`src/hw/rtl/cconv_pkg.sv`:
```
// Package for the circular convolution block: sizes, opcodes, register
// indexes and the beat structs shared by the top level and its datapath.
// No dependencies.
`timescale 1ns / 1ps

package cconv_pkg;

  // Storage sizes.
  localparam int MAX_POINTS  = 64;
  localparam int MAX_HALF    = 31;
  localparam int SAMPLE_BITS = 16;
  localparam int TAP_DEPTH   = 2 * MAX_HALF + 1;

  // Field widths of the beats and the registers.
  localparam int OP_W    = 2;
  localparam int SLOT_W  = 6;
  localparam int VALUE_W = 16;
  localparam int RES_W   = 32;
  localparam int N_W     = 7;
  localparam int M_W     = 5;
  localparam int GAIN_W  = 24;
  localparam int CFG_IDX_W  = 2;
  localparam int CFG_DATA_W = GAIN_W;

  // Address widths of the two stores.
  localparam int SMP_AW = $clog2(MAX_POINTS);
  localparam int TAP_AW = $clog2(TAP_DEPTH);

  // Datapath widths. A product of two samples is exact in PROD_W bits, and a
  // sum of up to TAP_DEPTH of them fits ACC_W. The accumulator is scaled by
  // the gain in two halves through the same multiplier.
  localparam int PROD_W  = 2 * SAMPLE_BITS;
  localparam int ACC_W   = PROD_W + TAP_AW;
  localparam int LO_W    = ACC_W / 2;
  localparam int HI_W    = ACC_W - LO_W;
  localparam int MUL_A_W = (LO_W + 1 > SAMPLE_BITS) ? LO_W + 1 : SAMPLE_BITS;
  localparam int MUL_B_W = (GAIN_W > SAMPLE_BITS) ? GAIN_W : SAMPLE_BITS;
  localparam int MULP_W  = MUL_A_W + MUL_B_W;
  localparam int SCL_W   = ACC_W + GAIN_W;
  localparam int FRAC_SHIFT = 31;

  localparam longint RES_MAX = 64'sd2147483647;
  localparam longint RES_MIN = -64'sd2147483648;

  // Opcodes of an input beat.
  localparam logic [OP_W-1:0] OP_TAP   = 2'd0;
  localparam logic [OP_W-1:0] OP_SMP   = 2'd1;
  localparam logic [OP_W-1:0] OP_START = 2'd2;

  // Register indexes of the configuration channel.
  localparam logic [CFG_IDX_W-1:0] CFG_POINTS = 2'd0;
  localparam logic [CFG_IDX_W-1:0] CFG_HALF   = 2'd1;
  localparam logic [CFG_IDX_W-1:0] CFG_GAIN   = 2'd2;

  // Reset values of the registers.
  localparam logic [N_W-1:0]           POINTS_RST = N_W'(MAX_POINTS);
  localparam logic [M_W-1:0]           HALF_RST   = '0;
  localparam logic signed [GAIN_W-1:0] GAIN_RST   = 24'sd65536;

  // What the shared multiplier works on in a cycle.
  typedef enum logic [1:0] {
    MUL_NONE,
    MUL_MAC,
    MUL_LO,
    MUL_HI
  } cconv_mul_e;

  typedef struct packed {
    logic [OP_W-1:0]           opcode;
    logic [SLOT_W-1:0]         slot;
    logic signed [VALUE_W-1:0] value;
  } cconv_in_t;

  typedef struct packed {
    logic signed [RES_W-1:0] result;
    logic [SLOT_W-1:0]       position;
    logic                    final_res;
  } cconv_out_t;

  // Control from the sequencer to the datapath.
  typedef struct packed {
    cconv_mul_e        mul_sel;
    logic              acc_clr;
    logic [SMP_AW-1:0] pos;
    logic              last;
  } cconv_ctrl_t;

endpackage

```
`src/hw/rtl/cconv_mac.sv`:
```
// Datapath of the circular convolution block: the shared multiplier, the
// accumulator, the two-step gain scaling and the result register.
// Depends on cconv_pkg.
`timescale 1ns / 1ps

module cconv_mac
  import cconv_pkg::*;
(
  input  logic                          clk_i,
  input  logic                          rst_ni,
  input  cconv_ctrl_t                   ctrl_i,
  input  logic signed [SAMPLE_BITS-1:0] smp_i,
  input  logic signed [SAMPLE_BITS-1:0] tap_i,
  input  logic signed [GAIN_W-1:0]      gain_i,
  output logic                          pending_o,
  output logic                          res_valid_o,
  output cconv_out_t                    res_o
);

  logic signed [MUL_A_W-1:0] mul_a;
  logic signed [MUL_B_W-1:0] mul_b;
  logic signed [MULP_W-1:0]  prod_d, prod_q;
  cconv_mul_e                kind_q;
  logic signed [ACC_W-1:0]   acc_q;
  logic signed [HI_W-1:0]    acc_hi;
  logic signed [SCL_W-1:0]   scl_q;
  logic signed [SCL_W-1:0]   scl_sum;
  logic signed [SCL_W-1:0]   scl_shr;
  logic signed [RES_W-1:0]   res_sat;
  logic                      res_valid_q;
  cconv_out_t                res_q;

  assign acc_hi = acc_q[ACC_W-1:LO_W];

  always_comb begin
    unique case (ctrl_i.mul_sel)
      MUL_MAC: begin
        mul_a = MUL_A_W'(smp_i);
        mul_b = MUL_B_W'(tap_i);
      end
      MUL_LO: begin
        mul_a = signed'(MUL_A_W'({1'b0, acc_q[LO_W-1:0]}));
        mul_b = MUL_B_W'(gain_i);
      end
      MUL_HI: begin
        mul_a = MUL_A_W'(acc_hi);
        mul_b = MUL_B_W'(gain_i);
      end
      default: begin
        mul_a = '0;
        mul_b = '0;
      end
    endcase
  end

  assign prod_d = MULP_W'(mul_a) * MULP_W'(mul_b);

  // The upper half of the scaled sum joins the lower half, then the Q.46
  // value is floored back to Q.15 and clamped to the 32-bit range.
  assign scl_sum = scl_q + (SCL_W'(prod_q) <<< LO_W);
  assign scl_shr = scl_sum >>> FRAC_SHIFT;

  always_comb begin
    priority if (scl_shr > SCL_W'(RES_MAX)) begin
      res_sat = RES_W'(RES_MAX);
    end else if (scl_shr < SCL_W'(RES_MIN)) begin
      res_sat = RES_W'(RES_MIN);
    end else begin
      res_sat = RES_W'(scl_shr);
    end
  end

  always_ff @(posedge clk_i or negedge rst_ni) begin
    if (!rst_ni) begin
      kind_q      <= MUL_NONE;
      res_valid_q <= 1'b0;
    end else begin
      kind_q      <= ctrl_i.mul_sel;
      res_valid_q <= (kind_q == MUL_HI);
    end
  end

  always_ff @(posedge clk_i) begin
    prod_q <= prod_d;
    if (ctrl_i.acc_clr) begin
      acc_q <= '0;
    end else if (kind_q == MUL_MAC) begin
      acc_q <= acc_q + ACC_W'(prod_q);
    end
    if (kind_q == MUL_LO) begin
      scl_q <= SCL_W'(prod_q);
    end
    if (kind_q == MUL_HI) begin
      res_q.result    <= res_sat;
      res_q.position  <= SLOT_W'(ctrl_i.pos);
      res_q.final_res <= ctrl_i.last;
    end
  end

  assign pending_o   = (kind_q != MUL_NONE);
  assign res_valid_o = res_valid_q;
  assign res_o       = res_q;

endmodule

```
`src/hw/rtl/circular_convolution.sv`:
```
// Top level of the circular convolution block: command port, configuration
// registers, sample and tap memories and the run sequencer.
// Depends on cconv_pkg and cconv_mac.
`timescale 1ns / 1ps

// A command beat writes a kernel tap, writes a sample, or starts a run. Tap
// and sample writes never raise busy_o, so while busy_o is low a stream
// of loads goes in at one beat per clock. A start beat raises busy_o for the
// whole run and produces point_count results, one per output sample, in
// order of position; the last carries final_res. There is a single 20 x 24
// multiplier, so each result takes one multiply-accumulate per kernel tap,
// then a pipeline drain and gain scaling in two halves. Before the first
// result the run reduces M modulo n by repeated subtraction. Each result is
// shown on res_o for exactly one cycle with res_valid_o high and cannot be
// held off; the receiver must take it then. busy_o falls in the same cycle
// that the last result appears, so the next command may be issued there.
// Configuration writes are taken only while busy_o is low.
module circular_convolution
  import cconv_pkg::*;
(
  input  logic                  clk_i,
  input  logic                  rst_ni,
  input  logic                  start_i,
  input  cconv_in_t             cmd_i,
  output logic                  busy_o,
  output logic                  res_valid_o,
  output cconv_out_t            res_o,
  input  logic                  cfg_valid_i,
  output logic                  cfg_ready_o,
  input  logic [CFG_IDX_W-1:0]  cfg_index_i,
  input  logic [CFG_DATA_W-1:0] cfg_data_i
);

  // Sequencer states.
  localparam logic [2:0] ST_IDLE  = 3'd0;
  localparam logic [2:0] ST_MOD   = 3'd1;
  localparam logic [2:0] ST_MAC   = 3'd2;
  localparam logic [2:0] ST_DRAIN = 3'd3;
  localparam logic [2:0] ST_SCLO  = 3'd4;
  localparam logic [2:0] ST_SCHI  = 3'd5;
  localparam logic [2:0] ST_WAIT  = 3'd6;

  logic [2:0] state_q, state_d;

  // Configuration registers.
  logic [N_W-1:0]           cfg_n_q;
  logic [M_W-1:0]           cfg_m_q;
  logic signed [GAIN_W-1:0] gain_q;

  // Run registers: clamped point count, half width, the modulo remainder,
  // the first sample index of the current output, the walking sample and
  // tap indexes, and the output position.
  logic [N_W-1:0]    n_q, n_d;
  logic [M_W-1:0]    m_q, m_d;
  logic [M_W-1:0]    r_q, r_d;
  logic [SMP_AW-1:0] base_q, base_d;
  logic [SMP_AW-1:0] idx_q, idx_d;
  logic [TAP_AW-1:0] t_q, t_d;
  logic [SMP_AW-1:0] k_q, k_d;
  logic              rd_vld_q;

  logic              cmd_acc;
  logic              cfg_acc;
  logic              rd_en;
  logic              acc_clr;
  logic              pending;
  logic [N_W-1:0]    n_clamp;
  logic [SMP_AW-1:0] n_last;
  logic [TAP_AW-1:0] t_last;
  logic              k_is_last;
  logic              r_ge_n;
  cconv_mul_e        mul_sel;
  cconv_ctrl_t       ctrl;

  logic signed [SAMPLE_BITS-1:0] smp_mem [MAX_POINTS];
  logic signed [SAMPLE_BITS-1:0] tap_mem [TAP_DEPTH];
  logic signed [SAMPLE_BITS-1:0] smp_rd_q;
  logic signed [SAMPLE_BITS-1:0] tap_rd_q;

  assign busy_o      = (state_q != ST_IDLE);
  assign cmd_acc     = start_i && !busy_o;
  assign cfg_ready_o = !busy_o;
  assign cfg_acc     = cfg_valid_i && cfg_ready_o;

  // ---------------------------------------------------------------------
  // Configuration registers.
  // ---------------------------------------------------------------------
  always_ff @(posedge clk_i or negedge rst_ni) begin
    if (!rst_ni) begin
      cfg_n_q <= POINTS_RST;
      cfg_m_q <= HALF_RST;
      gain_q  <= GAIN_RST;
    end else if (cfg_acc) begin
      unique case (cfg_index_i)
        CFG_POINTS: cfg_n_q <= cfg_data_i[N_W-1:0];
        CFG_HALF:   cfg_m_q <= cfg_data_i[M_W-1:0];
        CFG_GAIN:   gain_q  <= signed'(cfg_data_i[GAIN_W-1:0]);
        default:    ;
      endcase
    end
  end

  // A point count of zero acts as one, and anything above the memory depth
  // acts as the full depth.
  always_comb begin
    priority if (cfg_n_q == '0) begin
      n_clamp = N_W'(1);
    end else if (cfg_n_q > N_W'(MAX_POINTS)) begin
      n_clamp = N_W'(MAX_POINTS);
    end else begin
      n_clamp = cfg_n_q;
    end
  end

  // ---------------------------------------------------------------------
  // Memories. Writes come straight from command beats; reads are issued by
  // the sequencer one tap per cycle and land in registers.
  // ---------------------------------------------------------------------
  always_ff @(posedge clk_i) begin
    if (cmd_acc && (cmd_i.opcode == OP_SMP)) begin
      smp_mem[cmd_i.slot] <= SAMPLE_BITS'(cmd_i.value);
    end
    if (rd_en) begin
      smp_rd_q <= smp_mem[idx_q];
    end
  end

  always_ff @(posedge clk_i) begin
    if (cmd_acc && (cmd_i.opcode == OP_TAP) && ({1'b0, cmd_i.slot} < (SLOT_W + 1)'(TAP_DEPTH)))
    begin
      tap_mem[TAP_AW'(cmd_i.slot)] <= SAMPLE_BITS'(cmd_i.value);
    end
    if (rd_en) begin
      tap_rd_q <= tap_mem[t_q];
    end
  end

  // ---------------------------------------------------------------------
  // Run sequencer.
  //
  // Output k needs samples (k + M - t) mod n for tap slots t = 0..2M. The
  // start index (k + M) mod n is found once per run for k = 0 by repeated
  // subtraction, then advances by one with wrap for each output. Within an
  // output the sample index steps down by one with wrap, so no divider is
  // needed anywhere.
  // ---------------------------------------------------------------------
  assign n_last    = SMP_AW'(n_q - N_W'(1));
  assign t_last    = {m_q, 1'b0};
  assign k_is_last = (k_q == n_last);
  assign r_ge_n    = ({{(N_W - M_W){1'b0}}, r_q} >= n_q);

  always_comb begin
    state_d = state_q;
    n_d     = n_q;
    m_d     = m_q;
    r_d     = r_q;
    base_d  = base_q;
    idx_d   = idx_q;
    t_d     = t_q;
    k_d     = k_q;
    rd_en   = 1'b0;
    acc_clr = 1'b0;
    mul_sel = MUL_NONE;

    unique case (state_q)
      ST_IDLE: begin
        if (cmd_acc && (cmd_i.opcode == OP_START)) begin
          n_d     = n_clamp;
          m_d     = cfg_m_q;
          r_d     = cfg_m_q;
          k_d     = '0;
          state_d = ST_MOD;
        end
      end
      ST_MOD: begin
        if (r_ge_n) begin
          r_d = r_q - M_W'(n_q);
        end else begin
          base_d  = SMP_AW'(r_q);
          idx_d   = SMP_AW'(r_q);
          t_d     = '0;
          acc_clr = 1'b1;
          state_d = ST_MAC;
        end
      end
      ST_MAC: begin
        rd_en = 1'b1;
        if (t_q == t_last) begin
          state_d = ST_DRAIN;
        end else begin
          t_d   = t_q + TAP_AW'(1);
          idx_d = (idx_q == '0) ? n_last : idx_q - SMP_AW'(1);
        end
      end
      ST_DRAIN: begin
        if (!rd_vld_q && !pending) begin
          state_d = ST_SCLO;
        end
      end
      ST_SCLO: begin
        mul_sel = MUL_LO;
        state_d = ST_SCHI;
      end
      ST_SCHI: begin
        mul_sel = MUL_HI;
        state_d = ST_WAIT;
      end
      ST_WAIT: begin
        // The datapath registers this output at the end of this cycle.
        if (k_is_last) begin
          state_d = ST_IDLE;
        end else begin
          k_d     = k_q + SMP_AW'(1);
          base_d  = (base_q == n_last) ? '0 : base_q + SMP_AW'(1);
          idx_d   = (base_q == n_last) ? '0 : base_q + SMP_AW'(1);
          t_d     = '0;
          acc_clr = 1'b1;
          state_d = ST_MAC;
        end
      end
      default: begin
        state_d = ST_IDLE;
      end
    endcase

    // Registered read data feeds the multiplier in the cycle after the read.
    if (rd_vld_q) begin
      mul_sel = MUL_MAC;
    end
  end

  always_ff @(posedge clk_i or negedge rst_ni) begin
    if (!rst_ni) begin
      state_q  <= ST_IDLE;
      rd_vld_q <= 1'b0;
    end else begin
      state_q  <= state_d;
      rd_vld_q <= rd_en;
    end
  end

  always_ff @(posedge clk_i) begin
    n_q    <= n_d;
    m_q    <= m_d;
    r_q    <= r_d;
    base_q <= base_d;
    idx_q  <= idx_d;
    t_q    <= t_d;
    k_q    <= k_d;
  end

  assign ctrl.mul_sel = mul_sel;
  assign ctrl.acc_clr = acc_clr;
  assign ctrl.pos     = k_q;
  assign ctrl.last    = k_is_last;

  cconv_mac u_mac (
    .clk_i       (clk_i),
    .rst_ni      (rst_ni),
    .ctrl_i      (ctrl),
    .smp_i       (smp_rd_q),
    .tap_i       (tap_rd_q),
    .gain_i      (gain_q),
    .pending_o   (pending),
    .res_valid_o (res_valid_o),
    .res_o       (res_o)
  );

`ifndef SYNTHESIS
  // A result strobe always follows the final scaling step of an output.
  a_res_after_wait : assert property (@(posedge clk_i) disable iff (!rst_ni)
    res_valid_o |-> $past(state_q == ST_WAIT))
    else $error("result strobe without a completed scaling step");

  // The walking sample index stays inside the period.
  a_idx_in_period : assert property (@(posedge clk_i) disable iff (!rst_ni)
    (state_q == ST_MAC) |-> ({1'b0, idx_q} < n_q))
    else $error("sample index outside the period");

  // The tap index never runs past the last kernel slot.
  a_tap_in_kernel : assert property (@(posedge clk_i) disable iff (!rst_ni)
    (state_q == ST_MAC) |-> (t_q <= t_last))
    else $error("tap index past the kernel");

  // The last result of a run leaves the block ready for the next command.
  a_final_frees : assert property (@(posedge clk_i) disable iff (!rst_ni)
    (res_valid_o && res_o.final_res) |-> !busy_o)
    else $error("busy after the last result of a run");
`endif

endmodule

```
`config.mk`:
```
export PLATFORM = sky130hd
export DESIGN_NAME = circular_convolution
export DESIGN_NICKNAME = d
export VERILOG_FILES = /design/src/hw/rtl/cconv_pkg.sv /design/src/hw/rtl/cconv_mac.sv /design/src/hw/rtl/circular_convolution.sv
export SDC_FILE = /design/constraint.sdc
export NUM_CORES = 2
export LEC_CHECK = 0
export BUFFER_PORTS_ARGS = -buffer_cell sky130_fd_sc_hd__clkbuf_2
export CORE_AREA = 5 5 579 352
export CTS_CLUSTER_DIAMETER = 80
export DETAILED_ROUTE_END_ITERATION = 6
export DIE_AREA = 0 0 584 357
export GPL_ROUTABILITY_DRIVEN = 1
export HOLD_SLACK_MARGIN = 0.15
export PLACE_DENSITY = 0.71
export SYNTH_ARGS = -nofsm -noshare
export SYNTH_HDL_FRONTEND = slang
export SYNTH_SLANG_ARGS = --single-unit
```
`constraint.sdc`:
```
create_clock -name clk_i -period 20.7 [get_ports clk_i]
set_clock_uncertainty 0.05 [all_clocks]
set_input_delay 5.175 -clock clk_i [delete_from_list [all_inputs] [get_ports clk_i]]
set_output_delay 5.175 -clock clk_i [all_outputs]
set_load 0.01 [all_outputs]
```
# Word level (Yosys, flattened, before mapping)
# Memory sizes are Yosys's and may differ from the RTL's. A register that Yosys moved wholly into a read port is not among the register bits.
# Cells that the tools add are included.
# op_classes
n_addsub,8
multipliers,1
order_cmp,5
n_eq_ne,26
n_mux,37
reduce_logical,32
# op_table
op,count
$add 44x62->62,1
$mux 6,10
$pmux 20 s3,1
$pmux 24 s2,1
$mul 20x24->44,1
$add 38x38->38,1
$pmux 6 s3,2
$gt 31x32->1 const B,1
$lt 31x32->1 const B,1
$mux 32,1
$pmux 6 s2,2
$pmux 3 s7,1
$add 6x1->6 const B,3
$eq 6x6->1,3
$ne 2x2->1 const B,7
$eq 2x2->1 const B,6
$mux 3,4
$sub 6x1->6 const B,2
$mux 5,2
$pmux 5 s2,1
$eq 3x3->1 const B,3
$reduce_and 3->1,3
$eq 2x1->1 const B,4
$reduce_and 2->1,4
other kinds (21),44
# word_totals
register_bits,249
ram_bits,2032
in_bits,54
out_inout_bits,42
word_cells,132
n_memories,2
# mem_list
memory,words,word_bits,read_ports,rd_clocked_by_memory_dff,wr,line_no,text
smp_mem,64,16,1,1,1,circular_convolution.sv:75,logic signed [SAMPLE_BITS-1:0] smp_mem [MAX_POINTS];
tap_mem,63,16,1,1,1,circular_convolution.sv:76,logic signed [SAMPLE_BITS-1:0] tap_mem [TAP_DEPTH];

# Depth between registers and ports, before layout
# logic_depth
ltp_word,7
depth_mapped,33
ltp_nobuf,30

# Cells and area by module
# Synthesis repeated with hierarchy kept, for this count alone.
# hier_totals
hier_cells,6492
area_unflattened_um2,108475.3
# modules_own_cells
module,instances,cells_per_inst,area_each_um2,seq_area_each_um2
circular_convolution,1,3642,82819.4,64214.1
cconv_mac,1,2850,25655.9,3638.5

# Least setup slack after synthesis
# No wires, ideal clock.
# synth_timing
path_type,register to register
from,reg state_q[2]
to,reg u_mac.prod_q[43]
setup_time_ps,127
t_arrival_ps,7785
t_required_ps,20523
path_slack_ps,12738
path_stages_with_launch,29
path_buffers,3
period_less_slack_ps,7962
cell_sequence,dfrtp_1 > clkbuf_1 > inv_1 > nor2_1 > nand2_1 > clkbuf_1 > o21ai_0 > clkbuf_1 > nand2_1 > fa_1 > fa_1 > inv_1 > fa_1 > inv_1 > fa_1 > inv_1 > fa_1 > inv_1 > fa_1 > fa_1 > inv_1 > ha_1 > nand2_1 > nand2b_1 > a21o_1 > a22o_1 > o21a_1 > o211a_1 > or3_1
# synth_via
elab_chain_cells,7
elab_cells_between_ends,11
cone_classes,mul: 1; eq/ne: 5; mux: 4; reduce/logical: 1
# synth_rtl
item,line_no,text
"start, declared",circular_convolution.sv:43,"logic [2:0] state_q, state_d;"
"start signal, assigned",circular_convolution.sv:237,state_q <= state_d;
$eq 3x3->1,circular_convolution.sv:165,unique case (state_q)
$pmux 2 s2 *,circular_convolution.sv:165,
$mux 2 *,circular_convolution.sv:227,if (rd_vld_q) begin
$eq 2x2->1,cconv_mac.sv:36,unique case (ctrl_i.mul_sel)
$reduce_or 2->1 (no line),--,
$pmux 24 s2,cconv_mac.sv:36,
$mul 20x24->44 *,cconv_mac.sv:56,assign prod_d = MULP_W'(mul_a) * MULP_W'(mul_b);
via u_mac.prod_d[43],cconv_mac.sv:22,"logic signed [MULP_W-1:0] prod_d, prod_q;"
"end signal, assigned",cconv_mac.sv:84,prod_q <= prod_d;
"end, declared",cconv_mac.sv:22,
# The timed path passes the listed nets; every way through them passes the cells marked *.
# A chain may end at the register's enable or synchronous reset.

# Worst setup path after layout
# Ends and elaborated chain as after synthesis.

==> metrics.md <==
| Metric | Value |
|---|---|
| HP Start | u_mac.prod_q[43] |
| Post-synthesis sequential area ratio | 62.7% |
| Nets | 7340 |
| Total Negative Setup Slacks | 0 ns |
| Failing checks | antenna rules |
| Worst r2r src | state_q[2] |
| Initial core utilization | 54.6% |
| Synth-to-Final Area Change | 10.3% |
| Gp weighted congestion | 1.04 |
| Yosys top cell by area | edfxtp_1 |
| Worst Path Arrival | 10.28 ns |
| Yosys cell types | 73 |
| Routed Antenna Nets | 1 |
| Mapped Cells | 6330 |
| Top-level port count | 96 |
| Die Y-Extent | 357 microns |
| Peak Freq | 104 MHz |
| Vias in the first global route | 57700 |
| Routed wire length | 296000 microns |
| CTS Sinks | 2294 |
| Setup CP Type | reg -> reg |
| FF-to-FF End | u_mac.prod_q[43] |
| Clock latency on the worst-skew pair | 0.86 ns |
| Setup violators final | 0 |
| EDFF count, synth | 2169 |
| Die width | 584 microns |
| CP Data Required Time | 21.36 ns |
| CTS tree | yes |
| Fillcell total | 14300 |
| Least-Margin Pin Slew | 1.44 ns |
| Register area | 67900 sq um |
| Final worst-path cycle share | 46.5% |
| Post-Syn Nets | 7082 |
| Dpl hpwl | 199000 microns |
| Area of the multi-input gates | 37100 sq um |
| WHS Endpoint | u_mac.scl_q[43] |
| Crit path time final | 9.63 ns |
| Most frequent cell after synthesis | edfxtp_1 |
| Htree depth | 4 |
| Setup crit start kind | register |
| Most instantiated cells after synthesis | 2169 x edfxtp_1, 649 x mux4_2, 616 x inv_1, 494 x fa_1, 435 x nor2_1 |
| Ys Warns | 0 |
| Largest net degree at the start of global routing | 152 |
| WHS Path Cells | 0 |
| Max Cap Viol | 0 |
| Register bit total from synthesis | 2294 |
| Buffers on Ports | 95 |
| Vias per std cell | 6.34 |
| CTS resizes | 0 |
| First-pass GRT wire length | 425000 microns |
| Starting DRT DRC Count | 8487 |
| Outcome | complete, but fails checks |
| Die area | 208000 sq um |
| Root buf cell | clkbuf_16 |
| Critical Path Fanout Max | 28 |
| Worst Hold Slack | 0.421 ns |
| R2R Setup Slk | 11.07 ns |
| Wire per inst | 31.5 microns |
| DR pass1 iterations | 6 |
| Worst min path class | reg -> reg |
| Async S/R FF share, synth | 1.87% |
| Synth top area cells | edfxtp_1 60%, mux4_2 13%, fa_1 9.1% |
| Drt drc | 0 |
| Clock edge transition at the registers on the reported setup and hold paths | 0.06 ns |
| Share of the synthesized area in the top cell type | 60.2% |
| Layout cells sized above 1 | 19.9% |
| GRT Residual Overflow | 0 |
| Synth Area per Inst | 17.1 sq um |
| Post-CTS Hold Buffers | 0 |
| R2R depth | 27 |
| Critical path capture point type | register |
| Number of core rows | 127 |
| CTS max path bufs | 4 |
| Slew Viols, Final | 0 |
| GRT Util Overall | 28.6% |
| Post-synth top flop | edfxtp_1 |
| Slew HR | 3.70% |
| RSZ-0062 raised after global routing | false |
| CORE AREA | 198000 sq um |
| Initial antenna violation count | 26 |
| Cts bufs inserted | 207 |
| Synthesized cell area | 108000 sq um |
| Vias | 59700 |
| Final count of hold timing violations | 0 |
| Post-CTS setup buffer count | 0 |
-- metrics by stage --
| stage | util (%) | area (sq um) | instances | setup slack, ns |
|---|---|---|---|---|
| final | 60.2 | 119000 | 9407 | 11.07 |
| after CTS | 60.2 | 119000 | 9391 | 11.30 |
| after global routing | 60.2 | 119000 | 9394 | 10.66 |
| after global placement | 56.9 | 113000 | 9023 | 11.43 |
| after detailed placement | 56.9 | 113000 | 9023 | 11.27 |
| after floorplan | - | 108000 | 6330 | 12.74 |
-- critical path, cell delays in order (launching register included) --
cell and delay [ns]:
dfrtp_1 0.49, inv_1 0.18, nor2_1 0.71, nand2_1 0.11, buf_4 0.27, o21ai_2 0.54, buf_4 0.37, nand2_1 0.20
fa_1 0.69, fa_1 0.59, inv_1 0.07, fa_1 1.04, inv_1 0.28, fa_1 0.57, inv_1 0.06, fa_1 0.53
inv_1 0.05, fa_1 0.45, fa_1 0.51, inv_1 0.04, ha_1 0.35, nand2_1 0.11, nand2b_1 0.08, a21o_1 0.19
a22o_1 0.21, o21a_1 0.19, o211a_1 0.19, or3_1 0.35
-- cell type report --
class	instances	share of cell area, %
Timing Repair Buffer	315	1.87
Multi-Input combinational cell	3153	31.1
Antenna cell	16	0.0335
Sequential cell	2294	56.8
Inverter	617	1.94
Clock inverter	119	0.931
Clock buffer	249	4.52
Tap cell	2644	2.77
-- state kept, by name, summed over array words and instances, names as in the netlist, 5 cells and up --
register,flops
smp_mem,1024
tap_mem,1008
u_mac.prod_q,44
u_mac.res_o,39
u_mac.acc_q,38
u_mac.scl_q,25
gain_q,24
smp_rd_q,16
tap_rd_q,16
cfg_n_q,7
n_q,7
base_q,6
idx_q,6
k_q,6
t_q,6
cfg_m_q,5
m_q,5
r_q,5
-- cell usage in the layout, fill, tap and decap left out, types with 24 or more instances in the layout --
cell type  Yosys  layout
ha_1         204     204
xor2_1        47      47
clkbuf_16      0     209
nor2b_1       32      30
clkbuf_2       0      79
clkinv_1       1      33
nand2_1      411     411
mux4_2       649     649
dfrtp_1       41      40
a211oi_1      24      24
inv_1        616     615
clkbuf_1     189      37
nor3_1        32      30
o21ai_0       78      74
edfxtp_1    2169    2169
buf_4          0     231
o21a_1        35      35
dfxtp_1       82      82
a21o_1        78      78
clkinv_2       0      48
xnor2_1       82      82
mux2_2        36      36
a21oi_1      139     138
mux2i_1       44      44
fa_1         494     494
and2_1        31      30
nor2_1       435     428
nand3_1       54      54
-- worst max-delay path by stage --
stage,start,end,slack (ns),depth (start not counted)
CTS,state_q[2],u_mac.prod_q[43],11.30,27
detailed placement,state_q[2],u_mac.prod_q[43],11.27,27
floorplan,state_q[2],u_mac.prod_q[43],12.74,28
global placement,state_q[2],u_mac.prod_q[43],11.43,27
finish,state_q[2],u_mac.prod_q[43],11.07,27
global route,state_q[2],u_mac.prod_q[43],10.66,26
-- cell families after synthesis --
group           share of synthesized area, %
flops                                   62.7
xor+xnor                                1.04
buf+inv                                 3.12
simple gates                            4.36
fa+ha+maj                               11.5
mux                                     14.3
compound gates                          3.04
-- per-layer routing --
layer	vias up	part of all wire, %	global-route usage [%]	routed length [microns]
li1	24300	-	-	-
met1	31100	44	47.0	130000
met2	3949	38	35.7	114000
met3	359	16	11.4	46300
met4	6	1.9	5.30	5680
met5	-	0.088	1.34	261
Power is left out: the tool's default activity adds up to more than one toggle a clock period on the data nets, which glitch-free logic cannot reach.
